<file path="config.mk">
export PLATFORM = sky130hd
export DESIGN_NAME = voice_steal_allocator
export DESIGN_NICKNAME = d
export VERILOG_FILES = /design/src/hdl/vsa_pkg.sv /design/src/hdl/vsa_cell.sv /design/src/hdl/voice_steal_allocator.sv
export SDC_FILE = /design/constraint.sdc
export NUM_CORES = 2
export LEC_CHECK = 0
export BUFFER_PORTS_ARGS = -buffer_cell sky130_fd_sc_hd__buf_2
export CORE_ASPECT_RATIO = 0.5
export CORE_UTILIZATION = 60
export DETAILED_ROUTE_END_ITERATION = 7
export PLACE_DENSITY = 0.88
export SYNTH_ARGS = -nofsm -noshare
export SYNTH_HDL_FRONTEND = slang
export SYNTH_SLANG_ARGS = --single-unit
</file>
<file path="constraint.sdc">
create_clock -name clock -period 55.9 [get_ports clock]
set_input_delay 13.975 -clock clock [delete_from_list [all_inputs] [get_ports clock]]
set_output_delay 13.975 -clock clock [all_outputs]
set_load 0.02 [all_outputs]
</file>
<file path="src/hdl/vsa_pkg.sv">
// ---------------------------------------------------------------------------
// vsa_pkg - voice steal allocator shared definitions
// Field widths, action codes and the scan word that travels along the row
// of voice cells.
// ---------------------------------------------------------------------------
`default_nettype none

package vsa_pkg;

   // pool size default and the widest cell index the scan word can carry
   localparam int NUM_VOICES_DEF = 16;
   localparam int CELL_IDX_W     = 6;

   // channel count and the live bits it keeps
   localparam int NUM_CHANNELS = 2;
   localparam int LIVE_W       = 2;
   localparam logic [LIVE_W-1:0] LIVE_KEEP = LIVE_W'((1 << NUM_CHANNELS) - 1);

   // field widths
   localparam int ACT_W  = 3;
   localparam int SLOT_W = 4;
   localparam int SRC_W  = 8;
   localparam int LOUD_W = 24;
   localparam int CNT_W  = 5;

   // stream word widths
   localparam int REQ_DATA_W = 40;
   localparam int RSP_DATA_W = 8;

   // register reset value
   localparam logic [CNT_W-1:0] VOICES_IN_USE_RST = CNT_W'(16);

   // action codes
   localparam logic [ACT_W-1:0] ACT_STEAL     = 3'd0;
   localparam logic [ACT_W-1:0] ACT_UPDATE    = 3'd1;
   localparam logic [ACT_W-1:0] ACT_CHOKE     = 3'd2;
   localparam logic [ACT_W-1:0] ACT_CLEAR     = 3'd3;
   localparam logic [ACT_W-1:0] ACT_CLEAR_ALL = 3'd4;
   localparam logic [ACT_W-1:0] ACT_QUERY     = 3'd5;

   // scan word handed from cell to cell
   typedef struct packed {
      logic                  valid;
      logic [ACT_W-1:0]      action;
      logic [SLOT_W-1:0]     slot;
      logic [SRC_W-1:0]      src;
      logic [LIVE_W-1:0]     live;
      logic [LOUD_W-1:0]     loud;
      logic                  have;      // a voice was chosen or addressed
      logic                  done;      // a silent voice ended the search
      logic                  match;     // chosen voice has the request's source
      logic [LOUD_W-1:0]     best_loud;
      logic [CELL_IDX_W-1:0] best_idx;
      logic                  chk;
   } tok_type;

endpackage

`default_nettype wire

</file>
<file path="src/hdl/vsa_cell.sv">
// ---------------------------------------------------------------------------
// vsa_cell - one voice of the allocator row
// Holds one voice's state, applies the passing word's action to it and
// hands the updated word on to the next cell.
// ---------------------------------------------------------------------------
`default_nettype none

module vsa_cell import vsa_pkg::*; #(
   parameter int CELL_IDX = 0
) (
   input  wire logic             clock,
   input  wire logic             reset,
   input  wire logic [CNT_W-1:0] use_count,
   input  wire tok_type          tok_in,
   output tok_type               tok_out
);

   localparam logic [31:0]           IDX_L = 32'(CELL_IDX);
   localparam logic [CELL_IDX_W-1:0] IDX_C = CELL_IDX_W'(CELL_IDX);

   logic [LIVE_W-1:0] live_ff, live_in;
   logic [LOUD_W-1:0] loud_ff, loud_in;
   logic              pend_ff, pend_in;
   logic [SRC_W-1:0]  src_ff,  src_in;
   logic              chk_ff,  chk_in;
   tok_type           tok_ff,  tok_in_nxt;

   // voice update and scan step
   always_comb begin
      logic active;
      logic addressed;
      logic same_src;
      logic replace;
      active     = 32'(use_count) > IDX_L;
      addressed  = active && (32'(tok_in.slot) == IDX_L);
      same_src   = (src_ff == tok_in.src);
      replace    = 1'b0;
      live_in    = live_ff;
      loud_in    = loud_ff;
      pend_in    = pend_ff;
      src_in     = src_ff;
      chk_in     = chk_ff;
      tok_in_nxt = tok_in;
      if (tok_in.valid) begin
         unique case (tok_in.action) inside
            ACT_STEAL: begin
               if (active && !tok_in.done) begin
                  if (live_ff == '0) begin
                     tok_in_nxt.done     = 1'b1;
                     tok_in_nxt.have     = 1'b1;
                     tok_in_nxt.best_idx = IDX_C;
                     tok_in_nxt.chk      = chk_ff;
                  end else if (!pend_ff) begin
                     if (!tok_in.have || (!tok_in.match && same_src)) begin
                        replace = 1'b1;
                     end else if ((!tok_in.match || same_src) &&
                                  (loud_ff < tok_in.best_loud)) begin
                        replace = 1'b1;
                     end
                     if (replace) begin
                        tok_in_nxt.have      = 1'b1;
                        tok_in_nxt.best_idx  = IDX_C;
                        tok_in_nxt.match     = same_src;
                        tok_in_nxt.best_loud = loud_ff;
                        tok_in_nxt.chk       = chk_ff;
                     end
                  end
               end
            end
            ACT_UPDATE: begin
               if (addressed) begin
                  live_in         = tok_in.live;
                  loud_in         = tok_in.loud;
                  src_in          = tok_in.src;
                  pend_in         = 1'b0;
                  tok_in_nxt.have = 1'b1;
                  tok_in_nxt.chk  = chk_ff;
               end
            end
            ACT_CHOKE: begin
               if (active && (tok_in.src != '0) && same_src) begin
                  chk_in = 1'b1;
               end
            end
            ACT_CLEAR, ACT_CLEAR_ALL: begin
               if (addressed || (tok_in.action == ACT_CLEAR_ALL)) begin
                  live_in = '0;
                  loud_in = '0;
                  pend_in = 1'b1;
                  src_in  = '0;
                  chk_in  = 1'b0;
               end
               if (addressed) begin
                  tok_in_nxt.have = 1'b1;
               end
            end
            ACT_QUERY: begin
               if (addressed) begin
                  tok_in_nxt.have = 1'b1;
                  tok_in_nxt.chk  = chk_ff;
               end
            end
            default: begin
            end
         endcase
      end
   end

   // voice state
   always_ff @(posedge clock) begin
      if (reset) begin
         live_ff <= '0;
         loud_ff <= '0;
         pend_ff <= 1'b1;
         src_ff  <= '0;
         chk_ff  <= 1'b0;
      end else begin
         live_ff <= live_in;
         loud_ff <= loud_in;
         pend_ff <= pend_in;
         src_ff  <= src_in;
         chk_ff  <= chk_in;
      end
   end

   // word register towards the next cell
   always_ff @(posedge clock) begin
      if (reset) begin
         tok_ff.valid <= 1'b0;
      end else begin
         tok_ff <= tok_in_nxt;
      end
   end

   assign tok_out = tok_ff;

endmodule

`default_nettype wire

</file>
<file path="src/hdl/voice_steal_allocator.sv">
// ---------------------------------------------------------------------------
// voice_steal_allocator - voice table and steal choice for a drum sampler
// Row of voice cells scanned by a travelling word, request and result
// streams and a register port for the pool size.
// ---------------------------------------------------------------------------
// Each voice lives in its own cell; a request becomes a word that walks the
// row one cell per clock, so every action (steal, update, choke, clear,
// clear all, query) passes every cell register: the first cell acts at the
// accepting edge, then each further cell in turn; the result is captured in
// the hold register and loaded into the output register once that is free.
// A new request is taken in the cycle after the result has moved to the
// output register, so requests do not overlap.
// voices_in_use is to be written only while no request is in flight;
// the block itself does not enforce this.
`default_nettype none

module voice_steal_allocator import vsa_pkg::*; #(
   parameter int NUM_VOICES = NUM_VOICES_DEF
) (
   input  wire logic                  clock,
   input  wire logic                  reset,
   // request stream
   input  wire logic                  req_tvalid,
   output logic                       req_tready,
   // tdata: voice_slot[3:0], source_id[11:4], live_mask[13:12],
   //        loudness[37:14], zero fill[39:38]
   input  wire logic [REQ_DATA_W-1:0] req_tdata,
   // tuser: action[2:0]
   input  wire logic [ACT_W-1:0]      req_tuser,
   // result stream
   output logic                       rsp_tvalid,
   input  wire logic                  rsp_tready,
   // tdata: voice_index[3:0], found[4], choke_flag[5], zero fill[7:6]
   output logic [RSP_DATA_W-1:0]      rsp_tdata,
   // register port
   input  wire logic                  csr_psel,
   input  wire logic                  csr_penable,
   input  wire logic                  csr_pwrite,
   input  wire logic [2:0]            csr_paddr,
   input  wire logic [31:0]           csr_pwdata,
   output logic [31:0]                csr_prdata,
   output logic                       csr_pready
);

   typedef enum logic [2:0] {
      ST_IDLE = 3'b001,
      ST_RUN  = 3'b010,
      ST_HOLD = 3'b100
   } state_type;

   state_type             state_ff, state_in;
   logic [CNT_W-1:0]      voices_ff, voices_in;
   logic [SLOT_W+1:0]     hold_ff, hold_in;
   logic                  rsp_valid_ff, rsp_valid_in;
   logic [SLOT_W+1:0]     rsp_data_ff, rsp_data_in;
   logic                  req_fire;
   logic                  out_free;
   logic                  csr_write;
   logic [SLOT_W-1:0]     res_idx;
   logic                  res_fnd;
   logic                  res_chk;
   tok_type               tok_launch;
   tok_type               tok_chain [NUM_VOICES+1];
   tok_type               tok_exit;

   // register port
   assign csr_pready = 1'b1;
   assign csr_write  = csr_psel && csr_penable && csr_pwrite && csr_pready;
   assign csr_prdata = (csr_paddr[2] == 1'b0) ? 32'(voices_ff) : 32'd0;

   always_comb begin
      voices_in = voices_ff;
      if (csr_write && (csr_paddr[2] == 1'b0)) begin
         voices_in = csr_pwdata[CNT_W-1:0];
      end
   end

   // handshakes
   assign req_tready = (state_ff == ST_IDLE);
   assign req_fire   = req_tvalid && req_tready;
   assign out_free   = !rsp_valid_ff || rsp_tready;

   // word launched into the first cell
   always_comb begin
      tok_launch        = '0;
      tok_launch.valid  = req_fire;
      tok_launch.action = req_tuser;
      tok_launch.slot   = req_tdata[3:0];
      tok_launch.src    = req_tdata[11:4];
      tok_launch.live   = req_tdata[13:12] & LIVE_KEEP;
      tok_launch.loud   = req_tdata[37:14];
   end

   assign tok_chain[0] = tok_launch;

   // row of voice cells
   for (genvar i = 0; i < NUM_VOICES; i++) begin : g_cell
      vsa_cell #(
         .CELL_IDX (i)
      ) u_cell (
         .clock     (clock),
         .reset     (reset),
         .use_count (voices_ff),
         .tok_in    (tok_chain[i]),
         .tok_out   (tok_chain[i+1])
      );
   end

   assign tok_exit = tok_chain[NUM_VOICES];

   // result from the word leaving the row
   always_comb begin
      res_idx = '0;
      res_fnd = 1'b0;
      res_chk = 1'b0;
      unique case (tok_exit.action) inside
         ACT_STEAL: begin
            if (tok_exit.have) begin
               res_idx = tok_exit.best_idx[SLOT_W-1:0];
               res_fnd = 1'b1;
               res_chk = tok_exit.chk;
            end
         end
         ACT_UPDATE, ACT_CLEAR, ACT_QUERY: begin
            res_idx = tok_exit.slot;
            res_fnd = tok_exit.have;
            res_chk = tok_exit.have && tok_exit.chk;
         end
         ACT_CHOKE: begin
            res_fnd = (tok_exit.src != '0) && (voices_ff != '0);
         end
         ACT_CLEAR_ALL: begin
            res_fnd = 1'b1;
         end
         default: begin
         end
      endcase
   end

   // sequencer and output register
   always_comb begin
      state_in     = state_ff;
      hold_in      = hold_ff;
      rsp_valid_in = rsp_valid_ff && !rsp_tready;
      rsp_data_in  = rsp_data_ff;
      unique case (state_ff)
         ST_IDLE: begin
            if (req_fire) begin
               state_in = ST_RUN;
            end
         end
         ST_RUN: begin
            if (tok_exit.valid) begin
               hold_in  = {res_chk, res_fnd, res_idx};
               state_in = ST_HOLD;
            end
         end
         ST_HOLD: begin
            if (out_free) begin
               rsp_valid_in = 1'b1;
               rsp_data_in  = hold_ff;
               state_in     = ST_IDLE;
            end
         end
         default: begin
            state_in = ST_IDLE;
         end
      endcase
   end

   always_ff @(posedge clock) begin
      if (reset) begin
         state_ff     <= ST_IDLE;
         voices_ff    <= VOICES_IN_USE_RST;
         rsp_valid_ff <= 1'b0;
      end else begin
         state_ff     <= state_in;
         voices_ff    <= voices_in;
         rsp_valid_ff <= rsp_valid_in;
      end
   end

   always_ff @(posedge clock) begin
      hold_ff     <= hold_in;
      rsp_data_ff <= rsp_data_in;
   end

   assign rsp_tvalid = rsp_valid_ff;
   assign rsp_tdata  = RSP_DATA_W'(rsp_data_ff);

   // checks
   a_exit_in_run : assert property (@(posedge clock) disable iff (reset)
      tok_exit.valid |-> (state_ff == ST_RUN))
      else $error("word left the cell row outside the run state");

   a_fire_runs : assert property (@(posedge clock) disable iff (reset)
      req_fire |=> (state_ff == ST_RUN))
      else $error("accepted request did not start a scan");

   a_hold_drains : assert property (@(posedge clock) disable iff (reset)
      (state_ff == ST_HOLD) && out_free |=> rsp_tvalid && (state_ff == ST_IDLE))
      else $error("held result was not moved to the output register");

   a_first_cell_idle : assert property (@(posedge clock) disable iff (reset)
      (state_ff != ST_IDLE) |-> !tok_chain[0].valid)
      else $error("second word launched while a scan is in flight");

endmodule

`default_nettype wire

</file>
Yosys cells after proc, flatten, opt, wreduce, memory -nomap -nowiden
Cells that the tools add are included.
Storage, ports and cells
  register bits: 1759
  input port bits: 85
  output and inout port bits: 43
  logic and storage cells: 1444
Operators by class
  $lt $le $gt $ge: 31
  eq/ne operators: 170
  muxes and demuxes: 601
  bitwise gates (word level): 5
  reductions and logical operators: 365
Operator list (count)
  $mux 32: 47
  $mux 34: 31
  $mux 24: 32
  $pmux 24 s2: 16
  $mux 25: 16
  $lt 24x24->1: 15
  $mux 1: 274
  $mux 8: 32
  $pmux 8 s2: 16
  $reduce_bool 8->1: 17
  $pmux 1 s2: 65
  $eq 8x8->1: 16
  $reduce_and 4->1: 32
  $mux 7: 16
  $eq 3x2->1 const B: 35
  $eq 3x3->1 const B: 35
  $logic_and 1x1->1: 100
  $ne 2x1->1 const B: 34
  $mux 2: 32
  $pmux 2 s2: 16
  $reduce_bool 2->1: 32
  $reduce_or 2->1: 32
  $reduce_or 4->1: 16
  $eq 3x1->1 const B: 18
  other kinds (27): 197

Longest topological paths before layout
  word-level depth: 16
  mapped depth: 13
  depth with buffers taken out: 11

Hierarchy
A second synthesis with hierarchy kept.
Unflattened totals
  cell total of the unflattened synthesis: 6772
  area total of the unflattened synthesis: 80176.9 um2
Modules (own cells, without submodules)
  vsa_cell (g_cell[7].u_cell): instances 1, cells an instance 549, area each 5471.5 um2, seq. area each 2992.9 um2
  vsa_cell (g_cell[8].u_cell): instances 1, cells an instance 404, area each 4988.5 um2, seq. area each 2992.9 um2
  vsa_cell (g_cell[5].u_cell): instances 1, cells an instance 414, area each 4982.3 um2, seq. area each 2992.9 um2
  vsa_cell (g_cell[3].u_cell): instances 1, cells an instance 414, area each 4952.2 um2, seq. area each 2992.9 um2
  vsa_cell (g_cell[13].u_cell): instances 1, cells an instance 406, area each 4944.7 um2, seq. area each 2992.9 um2
  vsa_cell (g_cell[12].u_cell): instances 1, cells an instance 407, area each 4941.0 um2, seq. area each 2992.9 um2
  vsa_cell (g_cell[9].u_cell): instances 1, cells an instance 405, area each 4904.7 um2, seq. area each 2992.9 um2
  vsa_cell (g_cell[1].u_cell): instances 1, cells an instance 410, area each 4893.4 um2, seq. area each 2992.9 um2
  vsa_cell (g_cell[0].u_cell): instances 1, cells an instance 408, area each 4892.2 um2, seq. area each 2992.9 um2
  vsa_cell (g_cell[4].u_cell): instances 1, cells an instance 403, area each 4890.9 um2, seq. area each 2992.9 um2
  vsa_cell (g_cell[15].u_cell): instances 1, cells an instance 400, area each 4877.2 um2, seq. area each 2992.9 um2
  vsa_cell (g_cell[6].u_cell): instances 1, cells an instance 398, area each 4867.2 um2, seq. area each 2992.9 um2
  vsa_cell (g_cell[14].u_cell): instances 1, cells an instance 410, area each 4853.4 um2, seq. area each 2992.9 um2
  vsa_cell (g_cell[11].u_cell): instances 1, cells an instance 410, area each 4849.7 um2, seq. area each 2992.9 um2
  3 more rows

Worst setup path before layout
Ideal clock, no wire load.
  kind: input -> register
  start: input reset
  end: register g_cell[11].u_cell.pend_ff
  library setup time: 0.170 ns
  data arrival time: 51.424 ns
  data required time: 55.730 ns
  slack: 4.306 ns
  stages: 5
  buffers on the path: 2
  cells stage by stage: clkbuf_1 -> inv_1 -> clkbuf_1 -> nand2_1 -> a21o_1
RTL lines
  start, declared: RTL line voice_steal_allocator.sv:21  | input wire logic reset,
  end signal, assigned: RTL line vsa_cell.sv:120  | pend_ff <= pend_in;
  end, declared: RTL line vsa_cell.sv:23  | logic pend_ff, pend_in;

Worst setup path in the final report
  start: input csr_paddr[2]
  end: output csr_prdata[2]
On the way
  longest elaborated chain between the ends: 1
RTL lines
  start, declared: RTL line voice_steal_allocator.sv:39  | input wire logic [2:0] csr_paddr,
  $mux 5: RTL line voice_steal_allocator.sv:69  | assign csr_prdata = (csr_paddr[2] == 1'b0) ? 32'(voices_ff) : 32'd0;
  end, declared: RTL line voice_steal_allocator.sv:41  | output logic [31:0] csr_prdata,
Every way passes these cells.

==> impl_metrics.csv <==
group,metric,value,unit
status,outcome,"finished with violations",
status,violations,"design-rule violations, max-slew violations",
worst_setup_path,rrSetupSlack,51570,ps
floorplan,core_area,118000,um2
drt,drtPass1Iterations,8,
worst_setup_path,criticalPathCategory,"in2out",
sta,drv_slew,89,
synthesis,synth-seq-cells,1714,
finish,fin_nets,6174,
global_route,grt-ovfl-total,0,
power_and_ir_drop,peakVddDrop,0.0293,mV
job,drv_cap,0,
sta,setup_viol,0,
floorplan,num_rows,89,
power_and_ir_drop,p_int,0.00200,W
min_path,whs_path_depth,0,
drt,drc,4,
power_and_ir_drop,p_sw,0.000527,W
drt,ant_nets,0,
finish,design_area,78500,um2
finish,syn2layout_area_growth,9.17,%
floorplan,die_height,247,um
placed_design,dp_slack,27520,ps
finish,fillerInstances,7771,
clock_tree,cts_root_buf,"clkbuf_16",
drt,drt-initial-drc-count,3781,
synthesis,yosysTopAreaCell,"edfxtp_1",
synthesis,ys_async_sr_fraction,0,
clock_tree,hold_buffers,0,
synthesis,synth_common_cells,"1,113 x edfxtp_1, 626 x nor2_1, 601 x dfxtp_1",
sta,rsz0062_at_grt,"false",
power_and_ir_drop,power.leakage,30.7,nW
drt,via_count,44674,
clock_tree,cts.sinks,1714,
power_and_ir_drop,swShare,0.209,
synthesis,synth.area.top_cells,"edfxtp_1 46%, dfxtp_1 17%, ha_1 6.0%, a22oi_1 4.9%, mux2_2 4.7%",
placed_design,hpwl,90900,um
sta,hold_violations,0,
sta,worst_slew_pin_slew,1530,ps
global_route,grt_pass1_wl,221000,um
synthesis,synth_cell_type_count,81,
synthesis,syn_avg_cell_area,12.6,um2
sta,timing.final.ws_setup,27510,ps
placed_design,placed_cells,7190,
worst_setup_path,crit_fanout,6,
global_route,grt_max_degree,202,
floorplan,dieArea,121000,um2
global_route,track_usage,0.221,
synthesis,yosysMostFrequentCell,"edfxtp_1",
clock_tree,post-cts-setup-buffer-count,0,
worst_setup_path,reg2reg_depth,9,
floorplan,start_util,0.608,
clock_tree,h-tree-depth,4,
drt,routed_wl,137000,um
placed_design,place_area,73800,um2
drt,via_per_inst,5.99,
clock_tree,clock_path_buffers,3,
worst_setup_path,critPathCaptureType,"output pin",
worst_setup_path,arrival,14410,ps
power_and_ir_drop,power_frac_clock,0.398,
finish,multi_input_area,24100,um2
clock_tree,post_cts_resized,0,
sta,relSlewSlack,-0.0191,
synthesis,synth_edf_count,1113,
finish,seqCellArea,45500,um2
synthesis,synthFlopType,"edfxtp_1",
synthesis,netlist_area,71900,um2
power_and_ir_drop,p_per_area,32.2,nW/um2
finish,drive_gt1_frac,0.123,
power_and_ir_drop,pwr-share-seq,0.569,
clock_tree,cts_tree,"yes",
sta,max_freq,0.0352,GHz
sta,period_needed,28390,ps
floorplan,io_pins,128,
synthesis,synth.yosys.warnings,0,
min_path,min_path_type,"reg2reg",
global_route,grt_antenna_before_repair,0,
placed_design,io_buffers,66,
finish,diodes,0,
power_and_ir_drop,comb_power_share,0.033,
sta,skew,22.1,ps
sta,fin_crit_sh,0.508,
clock_tree,clk_pin_slew,60,ps
placed_design,routabilityCongestion,0.920,
synthesis,synth_top_area_frac,0.465,
global_route,grt_pass1_vias,44500,
sta,finalSetupTns,0,ps
clock_tree,insertion_delay,760,ps
drt,wire_per_inst,18.3,um
finish,fin_cells,7456,
synthesis,ys_seq_area_frac,0.632,
clock_tree,cts_buffers,144,
synthesis,syn_inst,5697,
floorplan,fp.dieW,492,um
worst_setup_path,cp_data_required_time,41920,ps
worst_setup_path,start_kind,"input pin",
[power groups by stage]
stage / Clock (W) / Combinational [W] / Sequential [W]
6_report: 0.00100 / 0.0000840 / 0.00144
5_1_grt: 0.00107 / 0.0000928 / 0.00144
4_1_cts: 0.00102 / 0.0000837 / 0.00143
3_5_place_dp: 0 / 0.0000819 / 0.00146
3_3_place_gp: 0 / 0.0000776 / 0.00146
2_1_floorplan: 0 / 0.0000639 / 0.00150
[registers in the layout (all words and copies together) (netlist names)]
register,cells
g_cell.u_cell.chk_ff,16
g_cell.u_cell.live_ff,32
g_cell.u_cell.loud_ff,384
g_cell.u_cell.pend_ff,16
g_cell.u_cell.src_ff,128
g_cell.u_cell.tok_out,1117
hold_ff,6
rsp_data_ff,6
rsp_tvalid,1
state_ff,3
voices_ff,5
[critical path, cell delays in order]
cell and delay [ps]:
buf_2 130, nor2b_1 120, buf_2 180
[cell families after synthesis]
| logic type | after synthesis | synth area share |
|---|---|---|
| flops | 1714 | 0.632 |
| buf+inv | 640 | 0.0356 |
| other cells | 2 | 0.000104 |
| mux | 354 | 0.0559 |
| simple gates | 1382 | 0.0906 |
| compound gates | 1126 | 0.109 |
| fa+ha+maj | 351 | 0.0609 |
| xor+xnor | 128 | 0.0156 |
[final cells by class]
type,count,share of cell area
well taps,1592,0.0254
multi-input cells,3371,0.307
inverters,398,0.0191
clock inverters,35,0.00403
flip-flops and latches,1714,0.579
repair buffers,115,0.00934
clock buffers,231,0.0561
[placed cells by master (no fill, tap or decap), drive strengths merged, types with 25 or more instances in the layout]
cell type	count
xor2	88
edfxtp	1113
nor2b	54
nand2b	62
xnor2	40
conb	30
o21ai	122
a22oi	472
a21oi	186
dfxtp	601
o221a	28
ha	345
nor3	45
buf	115
mux2i	32
a21o	116
inv	404
o22ai	26
mux2	322
clkbuf	231
nand4	62
or3	25
nand2	225
and2	47
nand3	71
nor4	73
nor2	626
[path summary, 6_finish.rpt]
kind	from	endpoint
hold reg to reg	hold_ff[2]	rsp_data_ff[2]
hold / removal	hold_ff[2]	rsp_data_ff[2]
setup / recovery	csr_paddr[2]	csr_prdata[2]
setup reg to reg	g_cell[13].u_cell.tok_out[67]	g_cell[14].u_cell.tok_out[21]
[metrics by stage]
stage / util / hold WS (ps) / total power, W
final: 0.663 / 418 / 0.00252
after global routing: 0.663 / 429 / 0.00260
after CTS: 0.663 / 420 / 0.00254
after detailed placement: 0.623 / 405 / 0.00154
after global placement: 0.623 / 416 / 0.00154
after floorplan: - / 400 / 0.00156
[metal layers]
layer | routed length [um] | global-route usage
met4 | 4770 | 0.104
met5 | 0 | 0
met2 | 67500 | 0.387
met3 | 7100 | 0.0295
met1 | 57200 | 0.273
Note: power is estimated with default switching activity, not from simulation.
